**config.mk**
```make
export PLATFORM = sky130hd
export DESIGN_NAME = bht_ctrl
export DESIGN_NICKNAME = d
export VERILOG_FILES = /design/src/hw/rtl/bht_pkg.sv /design/src/hw/rtl/bht_ctrl.sv
export SDC_FILE = /design/constraint.sdc
export NUM_CORES = 1
export LEC_CHECK = 0
export BUFFER_PORTS_ARGS = -buffer_cell sky130_fd_sc_hd__buf_2
export CELL_PAD_IN_SITES_DETAIL_PLACEMENT = 0
export CELL_PAD_IN_SITES_GLOBAL_PLACEMENT = 2
export CORE_AREA = 2 2 39 41
export CTS_CLUSTER_SIZE = 8
export DETAILED_ROUTE_END_ITERATION = 8
export DIE_AREA = 0 0 41 43
export PLACE_DENSITY = 0.53
export RECOVER_POWER = 25
export SYNTH_ARGS = -nofsm -noshare
export SYNTH_HDL_FRONTEND = slang
export SYNTH_SLANG_ARGS = --single-unit
```
**constraint.sdc**
```tcl
create_clock -name clk -period 1.13 [get_ports clk]
set_clock_uncertainty 0.2 [all_clocks]
set_input_delay 0.226 -clock clk [delete_from_list [all_inputs] [get_ports clk]]
set_output_delay 0.226 -clock clk [all_outputs]
set_load 0.1 [all_outputs]
```
**src/hw/rtl/bht_pkg.sv**
```systemverilog
// ----------------------------------------------------------------------------
// bht_pkg
// Shared types and constants of the bucketed hash table.
// ----------------------------------------------------------------------------
`default_nettype none

package bht_pkg;

	localparam int BUCKET_BITS = 8;
	localparam int WAYS        = 4;
	localparam int WAY_W       = (WAYS > 1) ? $clog2(WAYS) : 1;
	localparam int NUM_BUCKETS = 1 << BUCKET_BITS;
	localparam int NUM_SLOTS   = NUM_BUCKETS * WAYS;
	localparam int KEY_W       = 32;
	localparam int VAL_W       = 32;
	localparam int CMD_W       = 2;
	localparam int STATUS_W    = 3;
	localparam int COUNT_W     = 11;

	typedef enum logic [CMD_W-1:0] {
		CMD_INSERT = 2'd0,
		CMD_LOOKUP = 2'd1,
		CMD_ERASE  = 2'd2,
		CMD_CLEAR  = 2'd3
	} cmd_e;

	typedef enum logic [STATUS_W-1:0] {
		ST_OK       = 3'd0,
		ST_DUP      = 3'd1,
		ST_FULL     = 3'd2,
		ST_MISS     = 3'd3,
		ST_RESERVED = 3'd4
	} status_e;

	typedef enum logic [1:0] {
		FSM_IDLE = 2'd0,
		FSM_BUSY = 2'd1,
		FSM_WIPE = 2'd2
	} fsm_state_t;

	// controller to datapath commands
	typedef struct packed {
		logic load;    // capture request, read bucket row
		logic commit;  // update table, load result register
		logic wipe;    // zero one valid-bit row, advance the wipe index
	} bht_ctl_t;

	// datapath to controller status
	typedef struct packed {
		logic clear;      // word in the compare stage is a clear
		logic wipe_last;  // wipe index sits on the last bucket
	} bht_sts_t;

endpackage

`default_nettype wire

```
**src/hw/rtl/bht_ctrl.sv**
```systemverilog
// ----------------------------------------------------------------------------
// bht_ctrl
// Sequencer: accept a word, commit it once the response register is free,
// and run the valid-bit clearing pass after reset and after a clear.
// ----------------------------------------------------------------------------
`default_nettype none

module bht_ctrl import bht_pkg::*; (
	input  wire logic     clk,
	input  wire logic     arst_n,
	input  wire logic     req_valid,
	output logic          req_ready,
	output logic          rsp_valid,
	input  wire logic     rsp_ready,
	input  wire bht_sts_t sts,
	output bht_ctl_t      ctl
);

	fsm_state_t state_q, state_d;
	logic       rsp_valid_q;
	logic       rsp_free;

	assign rsp_free = !rsp_valid_q || rsp_ready;

	always_comb begin
		state_d = state_q;
		case (state_q)
			FSM_IDLE: begin
				if (req_valid) state_d = FSM_BUSY;
			end
			FSM_BUSY: begin
				if (rsp_free) state_d = sts.clear ? FSM_WIPE : FSM_IDLE;
			end
			FSM_WIPE: begin
				if (sts.wipe_last) state_d = FSM_IDLE;
			end
			default: state_d = FSM_IDLE;
		endcase
	end

	always_comb begin
		req_ready  = 1'b0;
		ctl.load   = 1'b0;
		ctl.commit = 1'b0;
		ctl.wipe   = 1'b0;
		case (state_q)
			FSM_IDLE: begin
				req_ready = 1'b1;
				ctl.load  = req_valid;
			end
			FSM_BUSY: begin
				ctl.commit = rsp_free;
			end
			FSM_WIPE: begin
				ctl.wipe = 1'b1;
			end
			default: ;
		endcase
	end

	// reset lands in the wipe pass so the valid bits start out zero
	always_ff @(posedge clk or negedge arst_n) begin
		if (!arst_n) begin
			state_q     <= FSM_WIPE;
			rsp_valid_q <= 1'b0;
		end else begin
			state_q <= state_d;
			if (ctl.commit)     rsp_valid_q <= 1'b1;
			else if (rsp_ready) rsp_valid_q <= 1'b0;
		end
	end

	assign rsp_valid = rsp_valid_q;

endmodule

`default_nettype wire

```
==> results of run 1 <==
==> kinds of logic after synthesis <==
| family | after synthesis | share of synthesized area [%] |
|---|---|---|
| AO/OA/AOI/OAI | 2 | 12.7 |
| buffers and inverters | 2 | 4.48 |
| flip-flops | 3 | 45.5 |
| AND/OR/NAND/NOR | 9 | 37.3 |
==> through the flow <==
step,std cells,setup WS (ns),utilization (%),instance area [um^2]
global route,54,-0.504,33.7,467
global placement,47,-0.227,27.8,384
floorplan,16,-0.663,-,201
detailed placement,47,-0.231,27.8,384
finish,54,-0.469,33.7,467
CTS,54,-0.476,32.5,449
==> state kept, by name (all words and copies together), names as in the netlist <==
| signal | cells |
|---|---|
| rsp_valid | 1 |
| state_q | 2 |
==> cell type report <==
class	instances	share of cell area [%]
flip-flops and latches	3	17.4
inverters	2	2.41
multi-input cells	11	25.7
well taps	16	4.29
repair buffers	18	44.5
clock buffers	4	5.63
==> layer usage <==
metal | track usage (%) | part of all wire (%)
met5 | 0 | 0
met2 | 8.44 | 53
met1 | 7.44 | 37
met4 | 8.00 | 0
met3 | 3.14 | 10
==> Yosys cell counts <==
cell      n
inv_1     2
dfstp_2   1
nand3b_1  1
nand2b_2  1
dfrtp_1   2
nor2b_1   1
nand2b_4  1
o32ai_2   1
nor2_1    2
and2_1    1
nand2b_1  2
a21oi_1   1
==> worst register-to-register path, stage by stage, from the launching register on <==
cell and delay, ns:
dfrtp_4 0.47, nor2b_4 0.14, buf_6 0.11, o32ai_4 0.24
==> how the worst min path moves through the flow <==
| stage | from | end |
|---|---|---|
| finish | req_valid | state_q[0] |
| global route | req_valid | state_q[0] |
| global placement | arst_n | rsp_valid |
| CTS | sts[1] | state_q[1] |
| floorplan | arst_n | state_q[0] |
| detailed placement | arst_n | rsp_valid |
==> what timing repair did <==
item	4_1_cts	5_1_grt
cloned	0	0
hold buffers	2	0
pin swaps	3	1
setup endpoints to repair	7	7
endpoints found under the hold margin	4	0
gates resized for setup	3	5
buffers inserted	1	3
==> flow_results.org, run 1 <==
** Run status
- The run finished, with violations left.
- The final reports fail on negative setup slack.

** Layout
- Antenna Diode Count :: 0
- The final layout contains 45 nets.
- Share of final-layout standard cells stronger than drive strength 1 :: roughly 76%
- The multi-input combinational cells in the finished layout cover a total of roughly 120 um^2.
- Fillers :: roughly 150
- Across the whole layout, storage elements account for 81.3 um^2.
- Relative area change from synthesis to final layout :: 178%
- Highest-count cells in the layout ignoring fill and taps :: buf_12, buf_6, buf_2, clkbuf_4

** Clock network
- At the later pin of the worst-skew pair, clock insertion delay measures 0.23 ns.
- TritonCTS built the clock tree.
- Clock-pin slew was measured on the worst setup and hold paths at 0.04 ns.
- Clock tree synthesis inserted a total of 3 buffers.
- In this run the number of H-tree levels came out at 1.
- Root buffer cell :: clkbuf_4
- CTS saw 3 sinks.
- Number of buffers between clock root and the deepest sink :: 2

** Timing
- Setup repair after global routing could not meet its margin everywhere.
- The worst path uses 142% of the clock period.
- Total of endpoints with negative setup slack in the final report :: 8
- For the pin with the worst max-slew slack, the measured transition is between 0.15 and 0.2 ns.
- Min setup slack post-route :: -0.469 ns
- Total negative slack for setup checks :: -2.38 ns
- Post-layout minimum cycle time :: about 1.6 ns
- Maximum clock frequency :: around 0.63 GHz
- Measured against its own limit, the worst slew margin works out to 86.7%.
- Final hold violation count :: 0
- Worst-case hold slack :: between 0.06 and 0.07 ns
- Number of slew-limit violations in the final report :: 0

** Worst setup path
- STA classifies the critical path endpoint as a primary output.
- Of all nets on the critical path, the largest fanout is 4.
- End point of the critical path :: ctl[1]
- Walking the worst path, the cells encountered are nand2b_4 -> nor2_4 -> buf_12.
- Critical setup path kind :: flip-flop to primary output
- Data required, critical path :: roughly 0.70 ns
- The critical path starts at state_q[1].
- Worst path buffer plus inverter count :: 1
- The critical path runs through a total of 3 cells.
- On the worst path, the slowest cell contributes a delay of 0.58 ns.
- Worst reg-to-reg path cell count :: 3
- In this run the critical register-to-register path is launched from rsp_valid.
- Broken down by cell family, the worst path's largest delay share belongs to flip-flops.
- The worst register-to-register path ends at state_q[1].
- Worst Path Arrival :: about 1.2 ns
- Element type at the critical path start :: flip-flop
- CP max-delay cell :: dfstp_2
- The worst register-to-register path has a setup slack of -0.13 ns.

** Floorplanning
- Height of the chip :: approximately 43 um
- Effective utilization at floorplan :: between 10% and 20%
- The core region is 1380 um^2.
- In this run the horizontal extent of the chip is between 40 and 50 um.
- Total die area :: 1760 um^2
- Number of top-level design ports :: 11
- In this run the core area contains 14 standard-cell rows.

** Yosys
- Total of warnings raised by yosys :: 0
- Dominant cell type by area after synthesis :: dfrtp_1
- Of the post-synthesis cell area, the dominant cell type holds between 20 and 30%.
- Flop and latch count out of synthesis :: 3
- Count of cell types in the netlist :: 12
- After synthesis, flip-flops and latches occupy between 40 and 50% of the total area.
- In the synthesized netlist, the number of instances is 16.
- Top post-synthesis cells by area :: dfrtp_1, dfstp_2, o32ai_2
- Post-synthesis cell area :: 168 um^2
- Synthesized Nets :: 22
- The average instance in the mapped netlist occupies around 10 um^2.

** Drt
- Via density per instance :: ~3.5
- Number of iterations in the first detailed-routing pass :: 4
- Via count :: 191
- The count of nets left with antenna violations once routing finished came out at 0.
- The detailed router finished its first iteration with 2 violations.
- Total wire length after detailed routing :: approximately 490 um
- Number of design rule violations left after detail routing :: 0
- Average wire length per cell after detail routing :: 9.02 um

** Run
- Max-cap violation count :: 0

** Place
- The congestion estimate from routability-driven global placement came to 0.652.
- Post-detail-place hpwl :: ~350 um
- Quantity of I/O buffers inserted on ports :: 10

** Global route
- Antenna violations before repair :: 0
- Wire length of the first global-routing pass :: 759 um
- Vias in the first global route :: between 200 and 250
- Entering global routing, the biggest net connects 6 pins.
- Grt ovf :: 0
- Global routing used around 6.8% of the available tracks.

** Worst hold path
- Cells on Worst Hold Path :: 3
- Worst min-delay path category :: input port to flip-flop
Power of run 1 is not shown: default switching activity piles up to over one toggle a cycle in this logic, so the estimate is an artifact.
==> inputs of run 2 (changes only) <==
--- a/config.mk
+++ b/config.mk
@@ -6,13 +6,11 @@
 export NUM_CORES = 1
 export LEC_CHECK = 0
 export BUFFER_PORTS_ARGS = -buffer_cell sky130_fd_sc_hd__buf_2
-export CELL_PAD_IN_SITES_DETAIL_PLACEMENT = 0
-export CELL_PAD_IN_SITES_GLOBAL_PLACEMENT = 2
 export CORE_AREA = 2 2 39 41
 export CTS_CLUSTER_SIZE = 8
 export DETAILED_ROUTE_END_ITERATION = 8
 export DIE_AREA = 0 0 41 43
-export PLACE_DENSITY = 0.53
+export PLACE_DENSITY = 0.36
 export RECOVER_POWER = 25
 export SYNTH_ARGS = -nofsm -noshare
 export SYNTH_HDL_FRONTEND = slang
==> run 2 against run 1 <==
Effect of this change:
- the flow still finishes with violations (negative setup slack)
- cell area shrank 4.0%
- flip-flop and latch count stayed put
- maximum frequency about the same
- worst hold slack lost 0.021 ns
- sequential share of layout area grew 0.73 points
- global-route usage increased by 0.50 points
- first-iteration DRC count down 50%
- non-clock buffer count did not move
- cell count did not move
- worst setup slack improved by 0.0012 ns
- register-to-register slack better by 0.04 ns
==> flow_results.org, run 2 (synthesis gave the netlist of run 1 again) <==
** Run status
- Status :: finished with violations (unchanged)
- Failing checks :: negative setup slack (unchanged)

** Worst setup path
- Endpoint type of the worst setup path :: primary output (unchanged)
- Critical setup path kind :: flip-flop to primary output (unchanged)
- The cell with the biggest individual delay on the critical path is dfstp_2 (unchanged).
- The data arrival time of the critical path is 1.17 ns (about the same).
- The peak per-stage delay on the critical path is 0.57 ns (was 0.58 ns).
- Critical Path, Cell by Cell: nand2b_4 -> nor2_4 -> buf_12 (unchanged).
- Element type at the critical path start :: flip-flop (unchanged)
- The peak fanout along the critical path was 4 (unchanged).
- The required time reported for the critical path endpoint was 0.70 ns (about the same).

** Global route
- The number of antenna violations at the first check in global routing was 0 (unchanged).
- The maximum number of pins on one net before global-route repair came to 6 (unchanged).
- The overall routing resource usage is 7.34% (was 6.84%).
- Wire length of the first global-routing pass :: 800 um (was 759 um)
- The number of global-route vias before repair is 201 (unchanged).
- The final global-route overflow total was 0 (unchanged).

** Clock network
- The number of clock buffers inserted by TritonCTS is 3 (unchanged).
- The sink count of the clock tree came to 3 (unchanged).
- The clock edge transition at the registers on the reported setup and hold paths came to 0.04 ns (about the same).
- The insertion delay to the later sink of the worst-skew pair is 0.23 ns (about the same).
- Deepest level of the CTS H-tree :: 1 (unchanged)
- Clock tree from TritonCTS :: built (unchanged)
- The maximum root-to-sink buffer count is 2 (unchanged).
- Root buffer cell :: clkbuf_4 (unchanged)

** Timing
- Worst-case hold slack :: 0.0443 ns (was 0.0652 ns)
- The final critical delay including setup and external delays is 1.60 ns (about the same).
- The share of the clock period used by the worst path is 141% (was 142%).
- Total of endpoints with negative setup slack in the final report :: 7 (was 8)
- Actual transition at the worst max-transition pin :: 0.182 ns (was 0.200 ns)
- The maximum operating frequency came to 0.626 GHz (was 0.625 GHz).
- Unrepaired setup endpoints after global routing: yes (unchanged).
- Final hold violation count :: 0 (unchanged)
- Worst slew margin relative to its limit :: 87.8% (was 86.7%)
- Min setup slack post-route :: -0.468 ns (was -0.469 ns)
- The count of pins over their slew limit came to 0 (unchanged).

** Layout
- The ratio of cells with drive above 1 in the final layout is 76.3% (unchanged).
- Register with the highest flop count :: state_q (unchanged)
- The final instance area was 448 um^2 (was 467 um^2).
- Fillers :: 141 (was 149)
- Post-layout util :: 32.4% (was 33.7%)
- Flip-flop count of the largest register, all copies and words added :: 2 (unchanged)
- Number of nets in the layout :: 45 (unchanged)
- Commonest non-fill, non-tap cell in the layout :: buf_12
- Antenna Diode Count :: 0 (unchanged)
- Highest-count cells in the layout ignoring fill and taps :: buf_12, buf_2, clkbuf_4, buf_4, buf_6 (was buf_12, buf_6, buf_2, clkbuf_4)
- Relative area change from synthesis to final layout :: 167% (was 178%)

** Floorplanning
- The die width is 41 um (unchanged).
- Area of the core region :: 1380 um^2 (unchanged)
- # rows :: 14 (unchanged)
- The initial standard-cell utilization of the core came to 12.1% (unchanged).
- The number of primary I/O pins was 11 (unchanged).
- Total die area :: 1760 um^2 (unchanged)
- Height of the chip :: 43 um (unchanged)

** Place
- Placed cell area :: 384 um^2 (unchanged)
- Gp weighted congestion :: 0.593 (was 0.652)
- The placed wire-length estimate after detailed placement is 361 um (was 354 um).
- Quantity of I/O buffers inserted on ports :: 10 (unchanged)

** Worst hold path
- Worst min-delay path category :: input port to flip-flop (unchanged)

** Drt
- Number of design rule violations left after detail routing :: 0 (unchanged)
- The routed length per instance is 8.07 um (was 9.02 um).
- Via count :: 197 (was 191)
- The sum of routed wire length over all layers came to 436 um (was 487 um).
- The number of vias per cell is 3.65 (was 3.54).
- The number of search-and-repair iterations in the first detailed-routing pass came to 2 (was 4).
- First-iteration detailed-routing DRC count :: 1 (was 2)
- ANT nets after route :: 0 (unchanged)

** Run
- The number of maximum-capacitance violations came to 0 (unchanged).
## run 2: timing repair
| item | CTS | global route |
|---|---|---|
| cloned | 0 | 0 |
| endpoints found under the hold margin | 4 | 0 |
| gates resized for setup | 2 | 1 |
| hold buffers | 2 | 0 |
| pin swaps | 3 | 1 |
| setup endpoints to repair | 7 | 7 |
| buffers inserted | 0 | 1 |
## run 2: metrics by stage
step / setup WS, ns / std cells / TNS, ns
2_1_floorplan: -0.663 / 16 / -1.96
3_3_place_gp: -0.230 / 47 / -1.09
3_5_place_dp: -0.226 / 47 / -1.05
4_1_cts: -0.479 / 53 / -2.30
5_1_grt: -0.509 / 54 / -2.50
6_report: -0.468 / 54 / -2.23
## run 2: per-layer routing
metal  GRT usage, %  vias up  part of all wire, %
met4           6.00        0                  4.1
met5              0        -                    0
met1           8.09       87                   45
met3           5.24        2                   10
met2           9.06       12                   40
li1               -       96                    -
## run 2: final cells by class
type	instances	area, um^2	area share, %
Clock buffer	4	26.3	5.87
Inverter	2	11.3	2.51
Multi-Input combinational cell	11	109	24.3
Sequential cell	3	81.3	18.2
Tap cell	16	20.0	4.47
Timing Repair Buffer	18	200	44.7
## run 2: worst paths after layout
| kind | from | endpoint | slack, ns | cells past startpoint |
|---|---|---|---|---|
| worst max-delay path | state_q[1] | ctl[1] | -0.47 | 3 |
| worst min-delay path | sts[1] | state_q[1] | 0.04 | 3 |
| worst max register to register | state_q[0] | state_q[1] | -0.09 | 4 |
| worst min register to register | state_q[1] | state_q[0] | 0.36 | 1 |
| max in group asynchronous | arst_n | state_q[1] | 0.37 | 2 |
| min in group asynchronous | arst_n | rsp_valid | 0.14 | 2 |
## run 2: critical path: cells and delay by family, from the launching register on
kind	cells	cell delay, ns
buf+inv	1	0.16
flops	1	0.57
simple gates	2	0.20
Power of run 2 is left out for the same reason.
==> inputs of run 3 (changes only) <==
--- a/config.mk
+++ b/config.mk
@@ -6,12 +6,15 @@
 export NUM_CORES = 1
 export LEC_CHECK = 0
 export BUFFER_PORTS_ARGS = -buffer_cell sky130_fd_sc_hd__buf_2
+export CELL_PAD_IN_SITES_DETAIL_PLACEMENT = 0
+export CELL_PAD_IN_SITES_GLOBAL_PLACEMENT = 1
 export CORE_AREA = 2 2 39 41
 export CTS_CLUSTER_SIZE = 8
 export DETAILED_ROUTE_END_ITERATION = 8
 export DIE_AREA = 0 0 41 43
-export PLACE_DENSITY = 0.36
+export PLACE_DENSITY = 0.45
 export RECOVER_POWER = 25
+export SKIP_LAST_GASP = 1
 export SYNTH_ARGS = -nofsm -noshare
 export SYNTH_HDL_FRONTEND = slang
 export SYNTH_SLANG_ARGS = --single-unit
==> run 3 against run 2 <==
Effect of this change:
- the run still ends with negative setup slack left
- cell area grew 1.7%
- clock-buffer cell count is the same
- non-clock buffer count is the same
==> flow_results.org, run 3 (synthesis gave the netlist of run 1 again) <==
** Layout
- The area growth from synthesis to final layout was 172% (was 167%).
- Commonest non-fill, non-tap cell in the layout :: buf_12 (unchanged)
- The total inserted antenna cells came to 0 (unchanged).
- Fillers :: 144 (was 141)
- Combined flip-flop and latch cell area :: 81.3 um^2 (unchanged)
- Share of final-layout standard cells stronger than drive strength 1 :: 78.9% (was 76.3%)
- Flip-flop count of the largest register, all copies and words added :: 2 (unchanged)
- Highest-count cells in the layout ignoring fill and taps :: buf_12, buf_2, clkbuf_4, buf_4, buf_6 (unchanged)
- Finished layout cell area :: 455 um^2 (was 448 um^2)
- Area of the multi-input gates :: 116 um^2 (was 109 um^2)
- Register with the highest flop count :: state_q (unchanged)
- The number of nets in the finished design was 45 (unchanged).

** Global route
- Wire length of the first global-routing pass :: 759 um (was 800 um)
- Grt ovf :: 0 (unchanged)
- The overall routing resource usage was 6.84% (was 7.34%).
- Largest net degree at the start of global routing :: 6 (unchanged)
- Vias in the first global route :: 201 (unchanged)
- The number of antenna violations at the first check in global routing was 0 (unchanged).

** Worst setup path
- Critical-path maximum fanout :: 4 (unchanged)
- Critical Path, Cell by Cell: nand2b_4 -> nor2_4 -> buf_12 (unchanged).
- The type of the worst setup path is flip-flop to primary output (unchanged).
- Element type at the critical path start :: flip-flop (unchanged)
- The kind of cell adding the most delay to the critical path is flip-flops (unchanged).
- Endpoint type of the worst setup path :: primary output (unchanged)
- The required time reported for the critical path endpoint was 0.70 ns (about the same).
- CP max-delay cell :: dfstp_2 (unchanged)
- The data arrival time of the critical path is 1.17 ns (about the same).
- The worst path buffer plus inverter count was 1 (unchanged).
- The peak per-stage delay on the critical path was 0.57 ns (about the same).

** Place
- Gp weighted congestion :: 0.687 (was 0.593)
- The placed wire-length estimate after detailed placement came to 339 um (was 361 um).
- The cell area after placement is 384 um^2 (unchanged).
- Quantity of I/O buffers inserted on ports :: 10 (unchanged)
- The worst slack at placement was -0.227 ns (was -0.226 ns).

** Run status
- Status :: finished with violations (unchanged)
- Failing checks :: negative setup slack (unchanged)

** Timing
- The final setup slack of the worst path was -0.463 ns (was -0.468 ns).
- The share of the clock period used by the worst path came to 141% (about the same).
- The transition time at the pin with the least slew margin is 0.189 ns (was 0.182 ns).
- Worst slew margin relative to its limit :: 87.4% (was 87.8%)
- Unrepaired setup endpoints after global routing :: yes (unchanged)
- The count of pins over their slew limit came to 0 (unchanged).
- Final hold violation count :: 0 (unchanged)
- Maximum clock frequency :: 0.628 GHz (was 0.626 GHz)
- Total of endpoints with negative setup slack in the final report :: 7 (unchanged)
- Post-layout minimum cycle time :: 1.59 ns (was 1.60 ns)

** Drt
- ANT nets after route :: 0 (unchanged)
- Average wire length per cell after detail routing :: 8.22 um (was 8.07 um)
- The via count of the routed design was 187 (was 197).
- The detailed router's first-iteration violation count came to 0 (was 1).
- The number of vias per cell came to 3.46 (was 3.65).
- Number of iterations in the first detailed-routing pass :: 1 (was 2)
- Total wire length after detailed routing :: 444 um (was 436 um)
- Number of design rule violations left after detail routing :: 0 (unchanged)

** Floorplanning
- Effective utilization at floorplan :: 12.1% (unchanged)
- The die width is 41 um (unchanged).
- Height of the chip :: 43 um (unchanged)
- The core area is 1380 um^2 (unchanged).
- # rows :: 14 (unchanged)
- The number of primary I/O pins was 11 (unchanged).
- Total die area :: 1760 um^2 (unchanged)

** Clock network
- The number of clock buffers inserted by TritonCTS is 3 (unchanged).
- Number of sinks on the clock net :: 3 (unchanged)
- Clk Latency, worst-skew pair :: 0.23 ns (about the same)
- The clock edge transition at the registers on the reported setup and hold paths is 0.03 ns (was 0.04 ns).
- Number of buffers between clock root and the deepest sink :: 2 (unchanged)
- Clock tree from TritonCTS :: built (unchanged)
- The root cell of the clock tree is clkbuf_4 (unchanged).
- The number of H-tree branching levels was 1 (unchanged).

** Run
- Max-cap violation count :: 0 (unchanged)

** Worst hold path
- The type of the most critical hold path is input port to flip-flop (unchanged).
## run 3: changes by cell type in the layout (fill, tap and decap cells not counted)
cell	before	now
nand2b_1	2	1
nand2b_4	1	2
## run 3: layer usage
metal	track usage (%)	vias up	part of all wire, %
met5	0	-	0
met4	8.00	0	0
met3	4.19	0	12
met2	7.81	12	47
met1	7.44	81	40
li1	-	94	-
## run 3: metrics by stage
stage | setup TNS (ns) | hold slack [ns] | cells | utilization [%]
after detailed placement | -1.05 | -0.176 | 47 | 27.8
after global routing | -2.50 | 0.0432 | 54 | 32.9
after global placement | -1.09 | -0.178 | 47 | 27.8
after CTS | -2.47 | 0.0324 | 54 | 31.9
after floorplan | -1.96 | -0.270 | 16 | -
final | -2.22 | 0.0368 | 54 | 32.9
## run 3: tightest hold or removal path, stage by stage
cell and delay (ns):
buf_2 0.09, inv_1 0.05, o32ai_2 0.08
## run 3: worst paths after layout
check	startpoint	end	slack [ns]	cells after the start
setup / recovery	state_q[1]	ctl[1]	-0.46	3
hold / removal	sts[1]	state_q[1]	0.04	3
setup reg to reg	state_q[0]	state_q[1]	-0.12	4
hold reg to reg	state_q[1]	state_q[0]	0.37	1
max in group asynchronous	arst_n	state_q[1]	0.37	2
min in group asynchronous	arst_n	state_q[0]	0.14	2
## run 3: cell type report
class	instances	area share [%]
clock buffer	4	5.77
inverter	2	2.47
multi-input combinational	11	25.5
sequential	3	17.9
tap	16	4.40
timing repair buffer	18	44.0
## run 3: what timing repair did
action                                  CTS  global route
gates resized for setup                   1             4
hold buffers                              2             0
hold endpoints to repair                  4             0
endpoints found under the setup margin    7             7
setup buffers                             1             1
pin swaps                                 2             2
Power of run 3 is left out for the same reason.
